`src/rtl/core/pal_pkg.sv`:
```
`default_nettype none

package pal_pkg;

    // List size and derived widths
    localparam int CAPACITY = 8;
    localparam int IDX_W    = (CAPACITY > 1) ? $clog2(CAPACITY) : 1;
    localparam int CNT_W    = $clog2(CAPACITY + 1);

    // Port field widths
    localparam int OP_W     = 2;
    localparam int POS_W    = 6;
    localparam int NAME_W   = 64;
    localparam int VALUE_W  = 32;
    localparam int ST_W     = 2;
    localparam int EC_W     = 7;

    // Opcodes
    localparam logic [OP_W-1:0] OP_INSERT = 2'd0;
    localparam logic [OP_W-1:0] OP_REMOVE = 2'd1;
    localparam logic [OP_W-1:0] OP_READ   = 2'd2;

    // Status codes
    localparam logic [ST_W-1:0] ST_DONE   = 2'd0;
    localparam logic [ST_W-1:0] ST_FULL   = 2'd1;
    localparam logic [ST_W-1:0] ST_EMPTY  = 2'd2;
    localparam logic [ST_W-1:0] ST_BADPOS = 2'd3;

    // Controller to datapath commands
    typedef struct packed {
        logic load;
        logic exec;
    } t_cmd;

    // Datapath to controller status
    typedef struct packed {
        logic holding;
    } t_dp_stat;

endpackage

`default_nettype wire

```
`src/rtl/core/pal_ctrl.sv`:
```
`default_nettype none

module pal_ctrl (
    input  wire logic              i_clk,
    input  wire logic              i_rst_n,
    input  wire logic              i_start,
    input  wire pal_pkg::t_dp_stat i_stat,
    output pal_pkg::t_cmd          o_cmd,
    output logic                   o_busy,
    output logic                   o_done
);
    import pal_pkg::*;

    typedef enum logic [1:0] {
        S_IDLE = 2'b01,
        S_EXEC = 2'b10
    } t_state;

    t_state r_state, n_state;
    logic   r_done;

    // Advance on an accepted request, return to idle after the execute state
    always_comb begin
        n_state = r_state;
        case (r_state)
            S_IDLE: begin
                if (i_start) n_state = S_EXEC;
            end
            S_EXEC: begin
                n_state = S_IDLE;
            end
            default: n_state = S_IDLE;
        endcase
    end

    always_ff @(posedge i_clk) begin
        if (!i_rst_n) begin
            r_state <= S_IDLE;
            r_done  <= 1'b0;
        end else begin
            r_state <= n_state;
            r_done  <= (r_state == S_EXEC) && i_stat.holding;
        end
    end

    // Drive commands
    assign o_cmd.load = (r_state == S_IDLE) && i_start;
    assign o_cmd.exec = (r_state == S_EXEC);
    assign o_busy     = (r_state == S_EXEC);
    assign o_done     = r_done;

endmodule

`default_nettype wire

```
`src/rtl/core/pal_dpath.sv`:
```
`default_nettype none

module pal_dpath (
    input  wire logic                     i_clk,
    input  wire logic                     i_rst_n,
    input  wire pal_pkg::t_cmd            i_cmd,
    input  wire logic [pal_pkg::OP_W-1:0]    i_opcode,
    input  wire logic [pal_pkg::POS_W-1:0]   i_position,
    input  wire logic [pal_pkg::NAME_W-1:0]  i_entry_name,
    input  wire logic [pal_pkg::VALUE_W-1:0] i_entry_value,
    output pal_pkg::t_dp_stat             o_stat,
    output logic [pal_pkg::ST_W-1:0]      o_status,
    output logic [pal_pkg::EC_W-1:0]      o_entry_count,
    output logic [pal_pkg::NAME_W-1:0]    o_read_name,
    output logic [pal_pkg::VALUE_W-1:0]   o_read_value
);
    import pal_pkg::*;

    // Captured request
    logic               r_hold;
    logic [OP_W-1:0]    r_op;
    logic [POS_W-1:0]   r_pos;
    logic [NAME_W-1:0]  r_name;
    logic [VALUE_W-1:0] r_value;

    // List cells and fill count
    logic [NAME_W-1:0]  r_names  [CAPACITY];
    logic [VALUE_W-1:0] r_values [CAPACITY];
    logic [CNT_W-1:0]   r_count, n_count;

    // Result registers
    logic [ST_W-1:0]    r_status, n_status;
    logic [NAME_W-1:0]  r_rd_name, n_rd_name;
    logic [VALUE_W-1:0] r_rd_value, n_rd_value;

    logic [EC_W-1:0]    pos_x;
    logic [EC_W-1:0]    cnt_x;
    logic               do_ins;
    logic               do_rem;

    assign pos_x = EC_W'(r_pos);
    assign cnt_x = EC_W'(r_count);

    // Hold the request until it executes
    always_ff @(posedge i_clk) begin
        if (!i_rst_n) begin
            r_hold <= 1'b0;
        end else if (i_cmd.load) begin
            r_hold <= 1'b1;
        end else if (i_cmd.exec) begin
            r_hold <= 1'b0;
        end
    end

    always_ff @(posedge i_clk) begin
        if (i_cmd.load) begin
            r_op    <= i_opcode;
            r_pos   <= i_position;
            r_name  <= i_entry_name;
            r_value <= i_entry_value;
        end
    end

    // Decide outcome of the held request
    always_comb begin
        n_status   = ST_BADPOS;
        n_count    = r_count;
        n_rd_name  = '0;
        n_rd_value = '0;
        do_ins     = 1'b0;
        do_rem     = 1'b0;
        case (r_op)
            OP_INSERT: begin
                if (cnt_x >= EC_W'(CAPACITY)) begin
                    n_status = ST_FULL;
                end else if (pos_x > cnt_x) begin
                    n_status = ST_BADPOS;
                end else begin
                    n_status = ST_DONE;
                    n_count  = r_count + CNT_W'(1);
                    do_ins   = 1'b1;
                end
            end
            OP_REMOVE: begin
                if (r_count == '0) begin
                    n_status = ST_EMPTY;
                end else if (pos_x >= cnt_x) begin
                    n_status = ST_BADPOS;
                end else begin
                    n_status = ST_DONE;
                    n_count  = r_count - CNT_W'(1);
                    do_rem   = 1'b1;
                end
            end
            OP_READ: begin
                if (r_count == '0) begin
                    n_status = ST_EMPTY;
                end else if (pos_x >= cnt_x) begin
                    n_status = ST_BADPOS;
                end else begin
                    n_status   = ST_DONE;
                    n_rd_name  = r_names[r_pos[IDX_W-1:0]];
                    n_rd_value = r_values[r_pos[IDX_W-1:0]];
                end
            end
            default: n_status = ST_BADPOS;
        endcase
    end

    // Shift each cell from its neighbor on insert or remove; insert also writes the new entry
    for (genvar gi = 0; gi < CAPACITY; gi++) begin : g_cell
        localparam logic [EC_W-1:0] IDX = EC_W'(gi);
        always_ff @(posedge i_clk) begin
            if (i_cmd.exec && do_ins) begin
                if (IDX == pos_x) begin
                    r_names[gi]  <= r_name;
                    r_values[gi] <= r_value;
                end else if (IDX > pos_x && IDX <= cnt_x) begin
                    if (gi > 0) begin
                        r_names[gi]  <= r_names[(gi > 0) ? gi - 1 : 0];
                        r_values[gi] <= r_values[(gi > 0) ? gi - 1 : 0];
                    end
                end
            end else if (i_cmd.exec && do_rem) begin
                if (IDX >= pos_x && (IDX + EC_W'(1)) < cnt_x) begin
                    if (gi < CAPACITY - 1) begin
                        r_names[gi]  <= r_names[(gi < CAPACITY - 1) ? gi + 1 : gi];
                        r_values[gi] <= r_values[(gi < CAPACITY - 1) ? gi + 1 : gi];
                    end
                end
            end
        end
    end

    // Update count and result registers
    always_ff @(posedge i_clk) begin
        if (!i_rst_n) begin
            r_count <= '0;
        end else if (i_cmd.exec) begin
            r_count <= n_count;
        end
    end

    always_ff @(posedge i_clk) begin
        if (i_cmd.exec) begin
            r_status   <= n_status;
            r_rd_name  <= n_rd_name;
            r_rd_value <= n_rd_value;
        end
    end

    assign o_stat.holding = r_hold;
    assign o_status       = r_status;
    assign o_entry_count  = EC_W'(r_count);
    assign o_read_name    = r_rd_name;
    assign o_read_value   = r_rd_value;

endmodule

`default_nettype wire

```
`src/rtl/core/positional_array_list.sv`:
```
`default_nettype none

// Ordered list of up to CAPACITY entries (8), each a 64-bit name and 32-bit
// value, held in register cells that shift in parallel.
// Request channel: raise i_start with i_opcode, i_position, i_entry_name and
// i_entry_value; the request is taken at a rising edge where i_start is high
// and o_busy is low. Opcodes: insert at position, remove at position, read.
// Result channel: o_done pulses for one cycle with o_status, o_entry_count,
// o_read_name and o_read_value. There is no back-pressure: the result must
// be captured in that cycle.
// The block first captures the request, then in the execute cycle checks the
// position against the count and shifts all cells at once; o_done and the
// result are registered at the end of that cycle. A new request is taken only
// once the execute cycle is over. o_busy is high in the execute cycle only.
// Reset (i_rst_n low, synchronous) empties the list and clears the control
// state; the entry cells keep their contents, which are never read until
// they are written again.

module positional_array_list (
    input  wire logic                        i_clk,
    input  wire logic                        i_rst_n,
    input  wire logic                        i_start,
    input  wire logic [pal_pkg::OP_W-1:0]    i_opcode,
    input  wire logic [pal_pkg::POS_W-1:0]   i_position,
    input  wire logic [pal_pkg::NAME_W-1:0]  i_entry_name,
    input  wire logic [pal_pkg::VALUE_W-1:0] i_entry_value,
    output logic                             o_busy,
    output logic                             o_done,
    output logic [pal_pkg::ST_W-1:0]         o_status,
    output logic [pal_pkg::EC_W-1:0]         o_entry_count,
    output logic [pal_pkg::NAME_W-1:0]       o_read_name,
    output logic [pal_pkg::VALUE_W-1:0]      o_read_value
);
    import pal_pkg::*;

    t_cmd     cmd;
    t_dp_stat stat;

    // Sequence requests
    pal_ctrl u_ctrl (
        .i_clk   (i_clk),
        .i_rst_n (i_rst_n),
        .i_start (i_start),
        .i_stat  (stat),
        .o_cmd   (cmd),
        .o_busy  (o_busy),
        .o_done  (o_done)
    );

    // Hold the list and compute results
    pal_dpath u_dpath (
        .i_clk         (i_clk),
        .i_rst_n       (i_rst_n),
        .i_cmd         (cmd),
        .i_opcode      (i_opcode),
        .i_position    (i_position),
        .i_entry_name  (i_entry_name),
        .i_entry_value (i_entry_value),
        .o_stat        (stat),
        .o_status      (o_status),
        .o_entry_count (o_entry_count),
        .o_read_name   (o_read_name),
        .o_read_value  (o_read_value)
    );

endmodule

`default_nettype wire

```
`config.mk`:
```
export PLATFORM = sky130hd
export DESIGN_NAME = positional_array_list
export DESIGN_NICKNAME = d
export VERILOG_FILES = /design/src/rtl/core/pal_pkg.sv /design/src/rtl/core/pal_ctrl.sv /design/src/rtl/core/pal_dpath.sv /design/src/rtl/core/positional_array_list.sv
export SDC_FILE = /design/constraint.sdc
export NUM_CORES = 2
export LEC_CHECK = 0
export BUFFER_PORTS_ARGS = -buffer_cell sky130_fd_sc_hd__buf_2
export CAP_MARGIN = 20
export CORE_MARGIN = 3
export CORE_UTILIZATION = 60
export DETAILED_ROUTE_END_ITERATION = 16
export HOLD_SLACK_MARGIN = 0.03
export PLACE_DENSITY = 0.89
export SYNTH_ARGS = -nofsm -noshare
export SYNTH_HDL_FRONTEND = slang
export SYNTH_HIERARCHICAL = 1
export SYNTH_SLANG_ARGS = --single-unit
```
`constraint.sdc`:
```
create_clock -name i_clk -period 15.1 [get_ports i_clk]
set_input_delay 2.265 -clock i_clk [delete_from_list [all_inputs] [get_ports i_clk]]
set_output_delay 2.265 -clock i_clk [all_outputs]
set_load 0.005 [all_outputs]
```
* After elaboration in Yosys (flattened, before gate mapping) *
Memories as Yosys holds them, arrays and structs flattened. A register that Yosys moved wholly into a read port is not among the register bits.
Cells that the tools add are included.
W data, S select, Z words.

cells by class
  $add $sub $neg = 2
  multipliers = 0
  div/mod/pow operators = 0
  magnitude comparators = 31
  equal/unequal tests = 15
  shift-type cells = 0
  multiplexer cells = 126
  bitwise gates (word level) = 29
  reductions and logical operators = 27

operators with widths
  cell                  count
  $mux W64              14
  $mux W32              14
  $mux W1               88
  $or A1 B1 Y1          28
  $eq A3 B6 Y1 const A  4
  $gt A3 B6 Y1 const A  4
  $ge A3 B6 Y1 const A  3
  $logic_and A1 B1 Y1   18
  $le A3 B4 Y1 const A  4
  $lt A3 B4 Y1 const A  4
  $mux W4               4
  $eq A2 B6 Y1 const A  2
  $ge A1 B6 Y1 const A  2
  $ge A2 B6 Y1 const A  2
  $gt A2 B6 Y1 const A  2
  $le A2 B4 Y1 const A  2
  $lt A2 B4 Y1 const A  2
  $mux W2               4
  $ne A2 B2 Y1 const B  4
  $pmux W4 S2           1
  $logic_not A7 Y1      1
  $eq A1 B6 Y1 const A  1
  $ge A6 B4 Y1          1
  $gt A1 B6 Y1 const A  1
  other kinds (17)      20

word-level totals
  register bits after elaboration = 114
  bits in latches = 0
  RAM bits = 768
  ROM bits = 0
  bits of input ports = 107
  word-level logic and storage cells = 241
  memories = 2

memory list
  name              depth  bits a word  rd ports  clocked after memory_dff  wr ports  RTL line         text
  u_dpath.r_names   8      64           9         1                         8         pal_dpath.sv:27  logic [NAME_W-1:0] r_names [CAPACITY];
  u_dpath.r_values  8      32           9         1                         8         pal_dpath.sv:28  logic [VALUE_W-1:0] r_values [CAPACITY];

* Longest topological paths before layout *
  word-level depth = 9
  depth in mapped cells = 15
  mapped depth without buffers = 8

* Cells and area by module *
Netlist, hierarchy kept.

modules (own cells, without submodules)
  module     times used  cells an instance  area each (µm²)  sequential area each (µm²)
  pal_dpath  1           3719               49628.8          29228.0
  pal_ctrl   1           9                  112.6            60.1

* Least setup slack after synthesis *
No wires, ideal clock.

  path type = flip-flop to flip-flop
  from = register u_dpath.r_pos[0]
  to = memory u_dpath.r_names[2][0] (enable)
  data arrival time = 13.122 ns
  data required time = 14.221 ns
  setup slack = 1.099 ns
  cell stages (with the launch flop) = 9
  cells stage by stage = edfxtp_1 > clkbuf_1 > buf_1 > clkbuf_1 > inv_1 > ha_1 > a32o_1 > nand3_1 > o311ai_0

RTL lines
  what                      RTL line         text
  start: declaration        pal_dpath.sv:22  logic [POS_W-1:0] r_pos;
  start signal: assignment  pal_dpath.sv:58  r_pos <= i_position;
  end: declaration          pal_dpath.sv:27

==> impl_metrics.py <==
metrics = {
    "run_status": {
        "status": "finished clean",
    },
    "power": {
        "leakagePower_nw": 19.7,
        "peakVddDrop_mv": 0.103,
        "p_comb_frac": 0.055,
        "pwr-share-clk": 0.429,
        "switching_share": 0.220,
        "power.total_mw": 5.92,
        "power_switching_mw": 1.30,
        "cellPowerDensity_nw_per_um2": 107,
        "seq_power_share": 0.516,
        "p_int_mw": 4.62,
    },
    "synth": {
        "syn_inst": 3728,
        "synth_seq_cells": 978,
        "synthMostInstantiatedCell": "edfxtp_1",
        "ys_warn_count": 6,
        "yosysTopAreaCellShare": 0.586,
        "synth_top_cell_by_area": "edfxtp_1",
        "ys_top_cells_by_area": "edfxtp_1, mux2i_1, mux4_2",
        "syn_area_um2": 49700,
        "async_reset_ff_frac": 0,
        "synth_edf_count": 970,
        "yosys_most_used_dff": "edfxtp_1",
        "synth_cell_types": 54,
        "avgSynthCellArea_um2": 13.3,
        "yosysSeqAreaShare": 0.589,
        "synth_common_cells": "edfxtp_1, nor2_1, mux2i_1, a21oi_1, nand2_1",
    },
    "global_route": {
        "grt_pass1_vias": 35789,
        "grt_max_degree": 193,
        "grt_overflow": 0,
        "grt_usage": 0.328,
        "grt_antenna_before_repair": 4,
        "grt_pass1_wl_um": 216000,
    },
    "flow_run": {
        "maxCapViolCount": 0,
    },
    "cts": {
        "clock-sinks": 978,
        "cts_resized": 0,
        "clk_latency_ns": 0.68,
        "cts-htree-levels": 3,
        "cts-root-buf": "clkbuf_16",
        "clock_path_buffers": 3,
        "cts_tree": "yes",
        "clk_pin_slew_ns": 0.06,
        "cts_made_buffers": 101,
        "holdBufCountCts": 0,
        "post_cts_buffers": 0,
    },
    "critical_path": {
        "end_kind": "register",
        "required_ns": 15.46,
        "r2r-start": "u_dpath/r_count[3]$_SDFFE_PN0P_",
        "reg2reg_setup_slack_ns": 9.67,
        "path_buf_inv": 4,
        "critical_path_class": "register to register",
        "crit_path_cell_trace": "inv_1 -> ha_1 -> a2111oi_4 -> a32oi_1 -> buf_4 -> nor2_4 -> buf_4 -> buf_4 -> mux2i_1 -> a21oi_1",
        "cpMaxStageDelayCell": "nor2_4",
        "path_common_cell": "buf_4",
        "slowest_delay_ns": 0.93,
        "r2r_cells": 10,
        "start_kind": "register",
        "critPathArrivalTime_ns": 5.79,
        "cp_max_fo": 41,
        "timing.rr.end": "u_dpath/r_names[1][62]$_DFFE_PP_",
        "cp_top_family": "buffers and inverters",
    },
    "final_layout": {
        "fin_area_um2": 55200,
        "regArea_um2": 29300,
        "drive_gt1_frac": 0.205,
        "nets": 3941,
        "multi_input_area_um2": 19500,
        "fillers": 5299,
        "syn_to_final_growth_pct": 11.0,
    },
    "floorplan": {
        "ios": 214,
        "initial_core_util": 0.612,
        "die_y_um": 294,
        "die_area_um2": 86400,
        "die_w_um": 294,
        "num_rows": 104,
        "core_um2": 81300,
    },
    "timing": {
        "setup_tns_ns": 0,
        "report.final.slew_viol_count": 0,
        "worst_pin_slew_ns": 1.20,
        "hold_ws_ns": 0.531,
        "slew_headroom": 0.199,
        "setup_viol": 0,
        "clock.fmax_mhz": 184,
        "min_period_over_period": 0.359,
        "rsz0062_at_grt": "no",
        "setup_ws_ns": 9.67,
        "period_needed_ns": 5.43,
        "clock_skew_ns": 0.0371,
        "finalHoldViolations": 0,
    },
    "worst_hold_path": {
        "hold_depth": 1,
        "hold_start": "u_ctrl/r_state[0]$_SDFFE_PN1P_",
        "min_to": "u_ctrl/r_state[0]$_SDFFE_PN1P_",
        "min_path_type": "register to register",
    },
    "route": {
        "drc": 0,
        "routed_via_density": 7.14,
        "via_count": 35486,
        "wl_um": 143000,
        "drtIter0Drc": 5035,
        "wire_per_inst_um": 28.9,
        "detail-route-antenna-nets": 0,
        "drt_pass1_iterations": 8,
    },
    "placed_design": {
        "gp_congestion": 0.862,
        "place_area_um2": 51800,
        "place_ws_ns": 9.82,
        "dp_hpwl_um": 77200,
        "portBuffers": 210,
    },
}
## logic make-up (layout without fill, tap and decap cells)
logic type                 count (synthesis)  in the layout  share of synthesized area
and+or+nand+nor                          846            846                     0.0663
AOI/OAI and AO/OA                        703            703                     0.0852
DFF                                      978            978                      0.589
buffers and inverters                    301            478                     0.0252
other                                      1              4                  0.0000754
xor gates and xnor gates                   4              4                   0.000704
muxes                                    883            883                      0.231
adders and majority gates                 12             12                    0.00302
## power by group through the flow
stage,sequential (mW),clock [mW],combinational (mW)
after floorplan,3.09,0,0.234
after global placement,3.11,0,0.306
after detailed placement,3.11,0,0.320
after CTS,3.05,2.56,0.324
after global routing,3.06,2.67,0.350
final,3.06,2.54,0.326
## flip-flops by register name, summed over array words and instances, names as in the netlist
signal	cells
u_dpath/r_names	512
u_dpath/r_values	256
u_dpath/o_read_name	64
u_dpath/r_name	64
u_dpath/o_read_value	32
u_dpath/r_value	32
u_dpath/r_pos	6
u_dpath/r_count	4
u_ctrl/r_state	2
u_dpath/o_status	2
u_dpath/r_op	2
u_ctrl/o_done	1
u_dpath/o_stat	1
## worst max path at each step
| stage | start | end | cells after the start |
|---|---|---|---|
| after floorplan | u_dpath/r_pos[0]$_DFFE_PP_ | u_dpath/r_names[2][0]$_DFFE_PP_ | 8 |
| after global placement | u_dpath/r_count[3]$_SDFFE_PN0P_ | u_dpath/r_names[1][1]$_DFFE_PP_ | 10 |
| after detailed placement | u_dpath/r_count[3]$_SDFFE_PN0P_ | u_dpath/r_names[1][62]$_DFFE_PP_ | 10 |
| after CTS | u_dpath/r_count[3]$_SDFFE_PN0P_ | u_dpath/r_values[1][0]$_DFFE_PP_ | 10 |
| after global routing | u_dpath/r_count[3]$_SDFFE_PN0P_ | u_dpath/r_names[1][24]$_DFFE_PP_ | 10 |
| final | u_dpath/r_count[3]$_SDFFE_PN0P_ | u_dpath/r_names[1][62]$_DFFE_PP_ | 10 |
## worst reg2reg max path: stages (launching register included)
cell and delay (ns):
dfxtp_1 0.62, inv_1 0.21, ha_1 0.39, a2111oi_4 0.52, a32oi_1 0.11, buf_4 0.23
nor2_4 0.94, buf_4 0.79, buf_4 0.89, mux2i_1 0.32, a21oi_1 0.10
## stage by stage
| stage | cells | utilization |
|---|---|---|
| floorplan | 3730 | - |
| global placement | 4775 | 0.636 |
| detailed placement | 4776 | 0.636 |
| CTS | 4964 | 0.678 |
| global route | 4967 | 0.679 |
| finish | 4968 | 0.679 |
## final cells by class
class,count,area share
Multi-Input combinational cell,2451,0.353
Tap cell,1060,0.0240
Timing Repair Buffer,279,0.0310
Sequential cell,978,0.531
Clock buffer,121,0.0479
Clock inverter,67,0.0127
Antenna cell,1,0.0000453
Inverter,11,0.000748
## metal layers
metal	track usage	part of all wire	up-vias
met5	0	0.00026	-
met4	0.171	0.051	6
met3	0.0718	0.13	544
met2	0.525	0.47	3180
met1	0.426	0.34	17273
li1	-	-	14483
## layout by cell type, fill, tap and decap left out, drive strengths merged, types with 6 or more instances in the layout
cell	netlist	final
bufinv	0	11
a21o	78	78
inv	11	15
nand3	6	6
nor2	593	593
mux2i	499	499
a21oi	394	394
ha	12	12
buf	107	279
mux2	192	192
a31oi	97	97
edfxtp	970	970
clkbuf	183	121
nand2	216	216
dfxtp	8	8
clkinvlp	0	10
o21ai	29	29
mux4	192	192
o2111ai	6	6
a22o	78	78
clkinv	0	42
Power figures use the tool's default switching activity.
